## src/rtl/cp1d_pkg.sv

```systemverilog
// Shared constants and types for the one-dimensional closest pair block.
`default_nettype none

package cp1d_pkg;

    // Point store capacity and derived widths
    localparam int MAX_POINTS = 32;
    localparam int IDX_W      = (MAX_POINTS > 1) ? $clog2(MAX_POINTS) : 1;
    localparam int CNT_W      = $clog2(MAX_POINTS + 1);

    // Field widths
    localparam int PT_W  = 16;
    localparam int GAP_W = 16;

    // Stream widths
    localparam int S_TDATA_W = 16;
    localparam int M_TDATA_W = 48;
    localparam int M_TUSER_W = 2;

    // Queue between front and back
    localparam int QUEUE_DEPTH = 4;
    localparam int QPTR_W      = $clog2(QUEUE_DEPTH);
    localparam int QCNT_W      = $clog2(QUEUE_DEPTH + 1);

    // Gap reported when no pair exists (stands for infinity)
    localparam logic [GAP_W-1:0] GAP_NONE = '1;

    // One queued point
    typedef struct packed {
        logic [PT_W-1:0] point;
        logic            last_point;
    } t_item;

    // One finished result
    typedef struct packed {
        logic [GAP_W-1:0] gap;
        logic [PT_W-1:0]  pair_high;
        logic [PT_W-1:0]  pair_low;
        logic             pair_found;
        logic             too_many;
    } t_result;

endpackage

`default_nettype wire

```

## src/rtl/cp1d_front.sv

```systemverilog
// Front end: takes input transfers and queues them for the back end.
`default_nettype none

module cp1d_front (
    input  wire logic                           i_clk,
    input  wire logic                           i_rst_n,
    input  wire logic                           s_axis_tvalid,
    output logic                                s_axis_tready,
    // tdata: [15:0] point
    input  wire logic [cp1d_pkg::S_TDATA_W-1:0] s_axis_tdata,
    input  wire logic                           s_axis_tlast,
    output cp1d_pkg::t_item                     o_item,
    output logic                                o_item_valid,
    input  wire logic                           i_item_ready
);

    cp1d_pkg::t_item                 r_queue [cp1d_pkg::QUEUE_DEPTH];
    logic [cp1d_pkg::QPTR_W-1:0]     r_wr_ptr, n_wr_ptr;
    logic [cp1d_pkg::QPTR_W-1:0]     r_rd_ptr, n_rd_ptr;
    logic [cp1d_pkg::QCNT_W-1:0]     r_cnt, n_cnt;
    logic                            w_push, w_pop;
    cp1d_pkg::t_item                 w_in_item;

    // Unpack the incoming transfer
    always_comb begin
        w_in_item.point      = s_axis_tdata[cp1d_pkg::PT_W-1:0];
        w_in_item.last_point = s_axis_tlast;
    end

    assign s_axis_tready = (r_cnt != cp1d_pkg::QCNT_W'(cp1d_pkg::QUEUE_DEPTH));
    assign o_item_valid  = (r_cnt != '0);
    assign o_item        = r_queue[r_rd_ptr];
    assign w_push        = s_axis_tvalid && s_axis_tready;
    assign w_pop         = o_item_valid && i_item_ready;

    // Pointer and fill level update
    always_comb begin
        n_wr_ptr = r_wr_ptr;
        n_rd_ptr = r_rd_ptr;
        n_cnt    = r_cnt;
        if (w_push) begin
            n_wr_ptr = (r_wr_ptr == cp1d_pkg::QPTR_W'(cp1d_pkg::QUEUE_DEPTH - 1)) ?
                       '0 : r_wr_ptr + 1'b1;
        end
        if (w_pop) begin
            n_rd_ptr = (r_rd_ptr == cp1d_pkg::QPTR_W'(cp1d_pkg::QUEUE_DEPTH - 1)) ?
                       '0 : r_rd_ptr + 1'b1;
        end
        if (w_push && !w_pop) begin
            n_cnt = r_cnt + 1'b1;
        end else if (w_pop && !w_push) begin
            n_cnt = r_cnt - 1'b1;
        end
    end

    always_ff @(posedge i_clk) begin
        if (!i_rst_n) begin
            r_wr_ptr <= '0;
            r_rd_ptr <= '0;
            r_cnt    <= '0;
        end else begin
            r_wr_ptr <= n_wr_ptr;
            r_rd_ptr <= n_rd_ptr;
            r_cnt    <= n_cnt;
        end
    end

    // Queue storage, no reset needed
    always_ff @(posedge i_clk) begin
        if (w_push) begin
            r_queue[r_wr_ptr] <= w_in_item;
        end
    end

endmodule

`default_nettype wire

```

## src/rtl/cp1d_back.sv

```systemverilog
// Back end: scans stored points, keeps the closest pair and emits results.
`default_nettype none

module cp1d_back (
    input  wire logic                           i_clk,
    input  wire logic                           i_rst_n,
    input  wire cp1d_pkg::t_item                i_item,
    input  wire logic                           i_item_valid,
    output logic                                o_item_ready,
    output logic                                m_axis_tvalid,
    input  wire logic                           m_axis_tready,
    // tdata: [15:0] gap, [31:16] pair_high, [47:32] pair_low
    output logic [cp1d_pkg::M_TDATA_W-1:0]      m_axis_tdata,
    // tuser: [0] pair_found, [1] too_many
    output logic [cp1d_pkg::M_TUSER_W-1:0]      m_axis_tuser
);

    typedef enum logic [1:0] {
        S_IDLE,
        S_SCAN,
        S_STORE,
        S_FINISH
    } t_state;

    t_state                          r_state, n_state;
    logic [cp1d_pkg::CNT_W-1:0]      r_count, n_count;
    logic [cp1d_pkg::CNT_W-1:0]      r_rd_idx, n_rd_idx;
    logic                            r_cmp_vld, n_cmp_vld;
    logic                            r_have, n_have;
    logic                            r_over, n_over;
    logic [cp1d_pkg::PT_W-1:0]       r_pt, n_pt;
    logic                            r_last, n_last;
    logic [cp1d_pkg::GAP_W-1:0]      r_best_gap, n_best_gap;
    logic [cp1d_pkg::PT_W-1:0]       r_best_high, n_best_high;
    logic [cp1d_pkg::PT_W-1:0]       r_best_low, n_best_low;
    logic                            r_out_vld, n_out_vld;
    cp1d_pkg::t_result               r_out, n_out;

    logic [cp1d_pkg::PT_W-1:0]       r_store [cp1d_pkg::MAX_POINTS];
    logic [cp1d_pkg::PT_W-1:0]       r_q;

    logic                            w_issue;
    logic                            w_mem_we;
    logic                            w_p_gt_q;
    logic [cp1d_pkg::PT_W-1:0]       w_hi, w_lo;
    logic [cp1d_pkg::GAP_W-1:0]      w_diff;
    logic                            w_better;

    assign o_item_ready  = (r_state == S_IDLE);
    assign m_axis_tvalid = r_out_vld;
    assign m_axis_tdata  = {r_out.pair_low, r_out.pair_high, r_out.gap};
    assign m_axis_tuser  = {r_out.too_many, r_out.pair_found};

    // One stored point read per scan cycle
    assign w_issue = (r_state == S_SCAN) && (r_rd_idx < r_count);

    // Candidate pair from the new point and the point just read
    always_comb begin
        w_p_gt_q = ($signed(r_pt) > $signed(r_q));
        w_hi     = w_p_gt_q ? r_pt : r_q;
        w_lo     = w_p_gt_q ? r_q : r_pt;
        w_diff   = w_hi - w_lo;
        w_better = r_cmp_vld && (!r_have || (w_diff < r_best_gap));
    end

    // Next state and datapath
    always_comb begin
        n_state     = r_state;
        n_count     = r_count;
        n_rd_idx    = r_rd_idx;
        n_cmp_vld   = w_issue;
        n_have      = r_have;
        n_over      = r_over;
        n_pt        = r_pt;
        n_last      = r_last;
        n_best_gap  = r_best_gap;
        n_best_high = r_best_high;
        n_best_low  = r_best_low;
        n_out_vld   = r_out_vld;
        n_out       = r_out;
        w_mem_we    = 1'b0;

        if (r_out_vld && m_axis_tready) begin
            n_out_vld = 1'b0;
        end

        if (w_issue) begin
            n_rd_idx = r_rd_idx + 1'b1;
        end

        // Strictly smaller gap replaces, so the oldest tie wins
        if (w_better) begin
            n_best_gap  = w_diff;
            n_best_high = w_hi;
            n_best_low  = w_lo;
            n_have      = 1'b1;
        end

        case (r_state)
            S_IDLE: begin
                if (i_item_valid) begin
                    n_pt   = i_item.point;
                    n_last = i_item.last_point;
                    if (r_count < cp1d_pkg::CNT_W'(cp1d_pkg::MAX_POINTS)) begin
                        n_rd_idx = '0;
                        n_state  = (r_count == '0) ? S_STORE : S_SCAN;
                    end else begin
                        // store full: drop the point
                        n_over  = 1'b1;
                        n_state = i_item.last_point ? S_FINISH : S_IDLE;
                    end
                end
            end
            S_SCAN: begin
                if (!w_issue && !r_cmp_vld) begin
                    n_state = S_STORE;
                end
            end
            S_STORE: begin
                w_mem_we = 1'b1;
                n_count  = r_count + 1'b1;
                n_state  = r_last ? S_FINISH : S_IDLE;
            end
            S_FINISH: begin
                if (!r_out_vld || m_axis_tready) begin
                    n_out_vld            = 1'b1;
                    n_out.gap            = r_have ? r_best_gap : cp1d_pkg::GAP_NONE;
                    n_out.pair_high      = r_have ? r_best_high : '0;
                    n_out.pair_low       = r_have ? r_best_low : '0;
                    n_out.pair_found     = r_have;
                    n_out.too_many       = r_over;
                    n_count              = '0;
                    n_have               = 1'b0;
                    n_over               = 1'b0;
                    n_state              = S_IDLE;
                end
            end
            default: begin
                n_state = S_IDLE;
            end
        endcase
    end

    // State and registered outputs
    always_ff @(posedge i_clk) begin
        if (!i_rst_n) begin
            r_state   <= S_IDLE;
            r_count   <= '0;
            r_rd_idx  <= '0;
            r_cmp_vld <= 1'b0;
            r_have    <= 1'b0;
            r_over    <= 1'b0;
            r_out_vld <= 1'b0;
        end else begin
            r_state   <= n_state;
            r_count   <= n_count;
            r_rd_idx  <= n_rd_idx;
            r_cmp_vld <= n_cmp_vld;
            r_have    <= n_have;
            r_over    <= n_over;
            r_out_vld <= n_out_vld;
        end
        r_pt        <= n_pt;
        r_last      <= n_last;
        r_best_gap  <= n_best_gap;
        r_best_high <= n_best_high;
        r_best_low  <= n_best_low;
        r_out       <= n_out;
    end

    // Point store: one write port, one registered read port
    always_ff @(posedge i_clk) begin
        if (w_mem_we) begin
            r_store[r_count[cp1d_pkg::IDX_W-1:0]] <= r_pt;
        end
        r_q <= r_store[r_rd_idx[cp1d_pkg::IDX_W-1:0]];
    end

endmodule

`default_nettype wire

```

## src/rtl/closest_pair_1d_top.sv

```systemverilog
// Top level of the one-dimensional closest pair block.
//
// Channel   Dir  Fields
// s_axis    in   tdata[15:0] point, tlast last_point
// m_axis    out  tdata[15:0] gap, [31:16] pair_high, [47:32] pair_low;
//                tuser[0] pair_found, [1] too_many
//
// A stored point passes through the back end as pop, one store read per stored
// point, the registered read, a check that the scan has drained, and the write,
// or as pop and write when the store is still empty; a dropped point is only popped.
// The final point of a set then loads the result register, which waits while an
// earlier result is still waiting on m_axis_tready.
// Synchronous active-low reset empties the queue and the store; no clearing
// pass is needed. Input transfers are queued four deep while the back end
// works; a waiting result stops the back end only when the next set has ended.
`default_nettype none

module closest_pair_1d_top (
    input  wire logic                           i_clk,
    input  wire logic                           i_rst_n,
    input  wire logic                           s_axis_tvalid,
    output logic                                s_axis_tready,
    // tdata: [15:0] point
    input  wire logic [cp1d_pkg::S_TDATA_W-1:0] s_axis_tdata,
    input  wire logic                           s_axis_tlast,
    output logic                                m_axis_tvalid,
    input  wire logic                           m_axis_tready,
    // tdata: [15:0] gap, [31:16] pair_high, [47:32] pair_low
    output logic [cp1d_pkg::M_TDATA_W-1:0]      m_axis_tdata,
    // tuser: [0] pair_found, [1] too_many
    output logic [cp1d_pkg::M_TUSER_W-1:0]      m_axis_tuser
);

    cp1d_pkg::t_item w_item;
    logic            w_item_valid;
    logic            w_item_ready;

    // Input queue
    cp1d_front u_front (
        .i_clk         (i_clk),
        .i_rst_n       (i_rst_n),
        .s_axis_tvalid (s_axis_tvalid),
        .s_axis_tready (s_axis_tready),
        .s_axis_tdata  (s_axis_tdata),
        .s_axis_tlast  (s_axis_tlast),
        .o_item        (w_item),
        .o_item_valid  (w_item_valid),
        .i_item_ready  (w_item_ready)
    );

    // Scan and result
    cp1d_back u_back (
        .i_clk         (i_clk),
        .i_rst_n       (i_rst_n),
        .i_item        (w_item),
        .i_item_valid  (w_item_valid),
        .o_item_ready  (w_item_ready),
        .m_axis_tvalid (m_axis_tvalid),
        .m_axis_tready (m_axis_tready),
        .m_axis_tdata  (m_axis_tdata),
        .m_axis_tuser  (m_axis_tuser)
    );

    // No pair: gap reads as infinity and both points as zero
    a_no_pair_fields: assert property (@(posedge i_clk) disable iff (!i_rst_n)
        (m_axis_tvalid && !m_axis_tuser[0]) |->
        (m_axis_tdata == {32'd0, cp1d_pkg::GAP_NONE}))
        else $error("no-pair result carries stale fields");

    // A found pair is ordered and its gap is the exact difference
    a_pair_consistent: assert property (@(posedge i_clk) disable iff (!i_rst_n)
        (m_axis_tvalid && m_axis_tuser[0]) |->
        (($signed(m_axis_tdata[31:16]) >= $signed(m_axis_tdata[47:32])) &&
         (m_axis_tdata[15:0] == 16'(m_axis_tdata[31:16] - m_axis_tdata[47:32]))))
        else $error("closest pair result inconsistent");

    // Queue comes out of reset empty and ready
    a_ready_after_reset: assert property (@(posedge i_clk) disable iff (!i_rst_n)
        $past(!i_rst_n) |-> (s_axis_tready && !m_axis_tvalid))
        else $error("block not empty after reset");

endmodule

`default_nettype wire

```

## config.mk

```make
export PLATFORM = sky130hd
export DESIGN_NAME = closest_pair_1d_top
export DESIGN_NICKNAME = d
export VERILOG_FILES = /design/src/rtl/cp1d_pkg.sv /design/src/rtl/cp1d_front.sv /design/src/rtl/cp1d_back.sv /design/src/rtl/closest_pair_1d_top.sv
export SDC_FILE = /design/constraint.sdc
export NUM_CORES = 1
export LEC_CHECK = 0
export ABC_AREA = 1
export BUFFER_PORTS_ARGS = -buffer_cell sky130_fd_sc_hd__clkbuf_2
export CORE_ASPECT_RATIO = 2
export CORE_MARGIN = 4
export CORE_UTILIZATION = 55
export CTS_BUF_LIST = sky130_fd_sc_hd__clkbuf_4 sky130_fd_sc_hd__clkbuf_8 sky130_fd_sc_hd__clkbuf_16
export DETAILED_ROUTE_END_ITERATION = 10
export GPL_ROUTABILITY_DRIVEN = 0
export PLACE_DENSITY = 0.71
export SLEW_MARGIN = 20
export SYNTH_ARGS = -nofsm -noshare
export SYNTH_HDL_FRONTEND = slang
export SYNTH_SLANG_ARGS = --single-unit
```

## constraint.sdc

```tcl
create_clock -name i_clk -period 11.2 [get_ports i_clk]
set_input_delay 1.68 -clock i_clk [delete_from_list [all_inputs] [get_ports i_clk]]
set_output_delay 1.68 -clock i_clk [all_outputs]
set_load 0.02 [all_outputs]
```

==> flow_metrics.env <==
export IMPL_cap_violations=0
export IMPL_cts_tree="yes"
export IMPL_placementRows=120
export IMPL_power_leakage_nw=11.9
export IMPL_cp_top_family="simple AND/OR/NAND/NOR gates"
export IMPL_fp_dieArea_um2=58200
export IMPL_finalSetupViolations=0
export IMPL_routedWlPerCell_um=22.7
export IMPL_drive_gt1_frac=0.107
export IMPL_syn_nets=2470
export IMPL_dp_hpwl_um=45000
export IMPL_max_stage_delay_ns=1.07
export IMPL_path_depth=26
export IMPL_yosysWarningCount=0
export IMPL_first_pass_iters=6
export IMPL_path_buf_inv=3
export IMPL_yosysSeqAreaShare=0.729
export IMPL_relSlewSlack=0.273
export IMPL_pre_cts_ws_ns=4.56
export IMPL_yosys_area_top_type="edfxtp_1"
export IMPL_stdcell_count=3194
export IMPL_syn_area_per_cell_um2=12.4
export IMPL_clock_sink_count=738
export IMPL_synth_edf_count=695
export IMPL_end_kind="flip-flop"
export IMPL_clkLatencyLatePin_ns=0.62
export IMPL_postSynthCellCount=2400
export IMPL_synth_most_common_cell="edfxtp_1"
export IMPL_min_period_ns=6.60
export IMPL_tightest_slew_ns=1.09
export IMPL_maxSlewViolCount=0
export IMPL_routed_top_layer="met4"
export IMPL_core_area_um2=53600
export IMPL_critical_path_most_common_cell="nand2_1"
export IMPL_htree_levels=2
export IMPL_numCtsBuffers=59
export IMPL_r2r_start="u_back.r_pt[10]$_DFFE_PP_"
export IMPL_synth_seq_cells=738
export IMPL_min_path_type="reg -> reg"
export IMPL_grt_pass1_vias=19300
export IMPL_place_inst=3082
export IMPL_track_usage=0.244
export IMPL_area_growth_syn_to_layout_pct=10.9
export IMPL_worstRegToRegCells=26
export IMPL_critical_path_arrival_ns=6.86
export IMPL_die_w_um=173
export IMPL_finalHoldViolations=0
export IMPL_routed_wirelength_um=72500
export IMPL_clockBufferDepth=3
export IMPL_cts_resized_gates=0
export IMPL_wl_met3_um=4990
export IMPL_min_period_over_period=0.589
export IMPL_drc=0
export IMPL_holdWs_ns=0.450
export IMPL_cp_required_ns=11.46
export IMPL_grt_setup_unrepaired="false"
export IMPL_synthTopCellsByArea="edfxtp_1 70%, o21ai_0 5.3%, nor2_1 4.9%"
export IMPL_power_mw=8.47
export IMPL_final_nets=2544
export IMPL_post_drt_via_cell_ratio=6.08
export IMPL_critPathMaxFanout=50
export IMPL_reg2reg_to="u_back.r_best_high[0]$_DFFE_PP_"
export IMPL_antenna_found_initial=0
export IMPL_start_util=0.556
export IMPL_n_antenna_cell=0
export IMPL_rrSetupSlack_ns=4.60
export IMPL_synth_main_ff_cell="edfxtp_1"
export IMPL_cts_setup_buffers=0
export IMPL_route_met2_wl_um=38400
export IMPL_cp_startpoint="u_back.r_pt[10]$_DFFE_PP_"
export IMPL_grt_pass1_wl_um=110000
export IMPL_drtIter0Drc=2126
export IMPL_clockRootBuffer="clkbuf_16"
export IMPL_crit_end="u_back.r_best_high[0]$_DFFE_PP_"
export IMPL_ir_drop_mv=0.213
export IMPL_ys_types=41
export IMPL_ant_nets=0
export IMPL_num_vias=19400
export IMPL_ios=73
export IMPL_crit_type="reg -> reg"
export IMPL_critical_path_slowest_cell="edfxtp_1"
export IMPL_async_flop_share=0
export IMPL_skew_ns=0.0177
export IMPL_p_per_area_nw_per_um2=256
export IMPL_run_status="complete, no violations"
export IMPL_cts_clk_slew_worst_paths_ns=0.07
export IMPL_hold_buffers=0
export IMPL_synth_top_area_share=0.700
export IMPL_netlist_area_um2=29800
export IMPL_startpoint_type="flip-flop"
export IMPL_synth_top_cells_by_count="695 x edfxtp_1, 389 x nor2_1, 315 x o21ai_0, 246 x nand2_1, 162 x inv_1"
export IMPL_fmax_mhz=151
export IMPL_tns_ns=0
export IMPL_m1WireLength_um=25000
export IMPL_fin_ws_ns=4.60
export IMPL_grt_max_degree=102
export IMPL_die_y_um=337
export IMPL_io_buffer_count=72
export IMPL_grt_ovfl_total=0
cell families after synthesis:
family,after synthesis,synth area share
flip-flops,738,0.729
AND/OR/NAND/NOR,732,0.0981
AO/OA/AOI/OAI,573,0.111
buffers and inverters,296,0.0378
adder cells (fa/ha/maj),49,0.0208
XOR/XNOR,12,0.00352
metal layers:
metal  up-vias  GRT usage
li1       8839          -
met1      9428      0.274
met2       908      0.456
met3       235     0.0279
met4         0      0.130
met5         -          0
stage by stage:
stage	util	instance area, um2
2_1_floorplan	-	29800
3_3_place_gp	0.580	31100
3_5_place_dp	0.580	31100
4_1_cts	0.617	33100
5_1_grt	0.617	33100
6_report	0.617	33100
layout make-up:
class | instances | area, um2
repair buffers | 141 | 890
clock inverters | 38 | 362
multi-input cells | 1366 | 7010
fillers | 3991 | 20500
clock buffers | 72 | 1610
flip-flops and latches | 738 | 21700
well taps | 671 | 840
inverters | 168 | 636
worst reg2reg max path, cell delays in order (launching register included):
cell and delay (ns):
edfxtp_1 1.07, ha_1 0.49, nand2_2 0.16, inv_2 0.05, nand2_1 0.06, a21oi_1 0.06, nor2_1 0.17, nand2_1 0.10
nand2_2 0.23, nand3_2 0.76, o21ai_1 0.45, nand2_1 0.15, ha_1 0.23, inv_1 0.05, nand2_1 0.10, nand2_1 0.08
nand3_1 0.16, xor2_1 0.20, ha_1 0.19, a21oi_1 0.15, o21ai_0 0.09, a21oi_1 0.21, nor3_1 0.07, nor2_1 0.12
o221ai_1 0.17, a21oi_4 0.15, buf_4 0.50
worst min path at each step:
stage                                                   to                       start  cells after the start  slack (ns)
after floorplan           u_back.m_axis_tuser[0]$_DFFE_PP_    u_back.r_have$_SDFF_PN0_                      0        0.41
after global placement    u_back.m_axis_tuser[1]$_DFFE_PP_  u_back.r_over$_SDFFE_PN0P_                      0        0.42
after detailed placement  u_back.m_axis_tuser[1]$_DFFE_PP_  u_back.r_over$_SDFFE_PN0P_                      0        0.43
after CTS                 u_back.m_axis_tuser[1]$_DFFE_PP_  u_back.r_over$_SDFFE_PN0P_                      0        0.44
after global routing      u_back.m_axis_tuser[1]$_DFFE_PP_  u_back.r_over$_SDFFE_PN0P_                      0        0.46
final                     u_back.m_axis_tuser[1]$_DFFE_PP_  u_back.r_over$_SDFFE_PN0P_                      0        0.45
power by group:
group	internal, mW	switching [mW]
Sequential	3.62	0.151
Clock	1.16	0.950
Combinational	0.761	1.83
Total	5.54	2.93
flip-flops by register name, indices dropped and copies added (netlist names), 3 cells and up, named ones only:
| register | flops |
|---|---|
| u_back.r_pt | 16 |
| u_front.r_queue | 68 |
| u_back.r_store | 512 |
| u_back.r_q | 16 |
| u_back.r_best_gap | 16 |
| u_back.r_best_high | 16 |
| u_back.r_best_low | 16 |
| u_back.m_axis_tdata | 48 |
| u_back.r_count | 6 |
| u_front.r_cnt | 3 |
| u_back.r_rd_idx | 6 |
placed cells by master (no fill, tap or decap), types with 13 or more instances in the layout:
cell	netlist	final
o22ai_1	99	99
o21ai_0	315	315
a21oi_1	52	51
a32oi_1	15	15
buf_4	1	67
clkbuf_2	0	72
nand4_1	18	18
o221ai_1	41	41
nand2_1	246	246
nor2_1	389	379
ha_1	48	48
dfxtp_1	43	40
edfxtp_1	695	695
o21ai_1	14	14
nand3_1	54	54
clkbuf_16	0	59
a221oi_1	15	15
clkinv_1	1	13
inv_1	162	159
(Power assumes the default switching activity.)
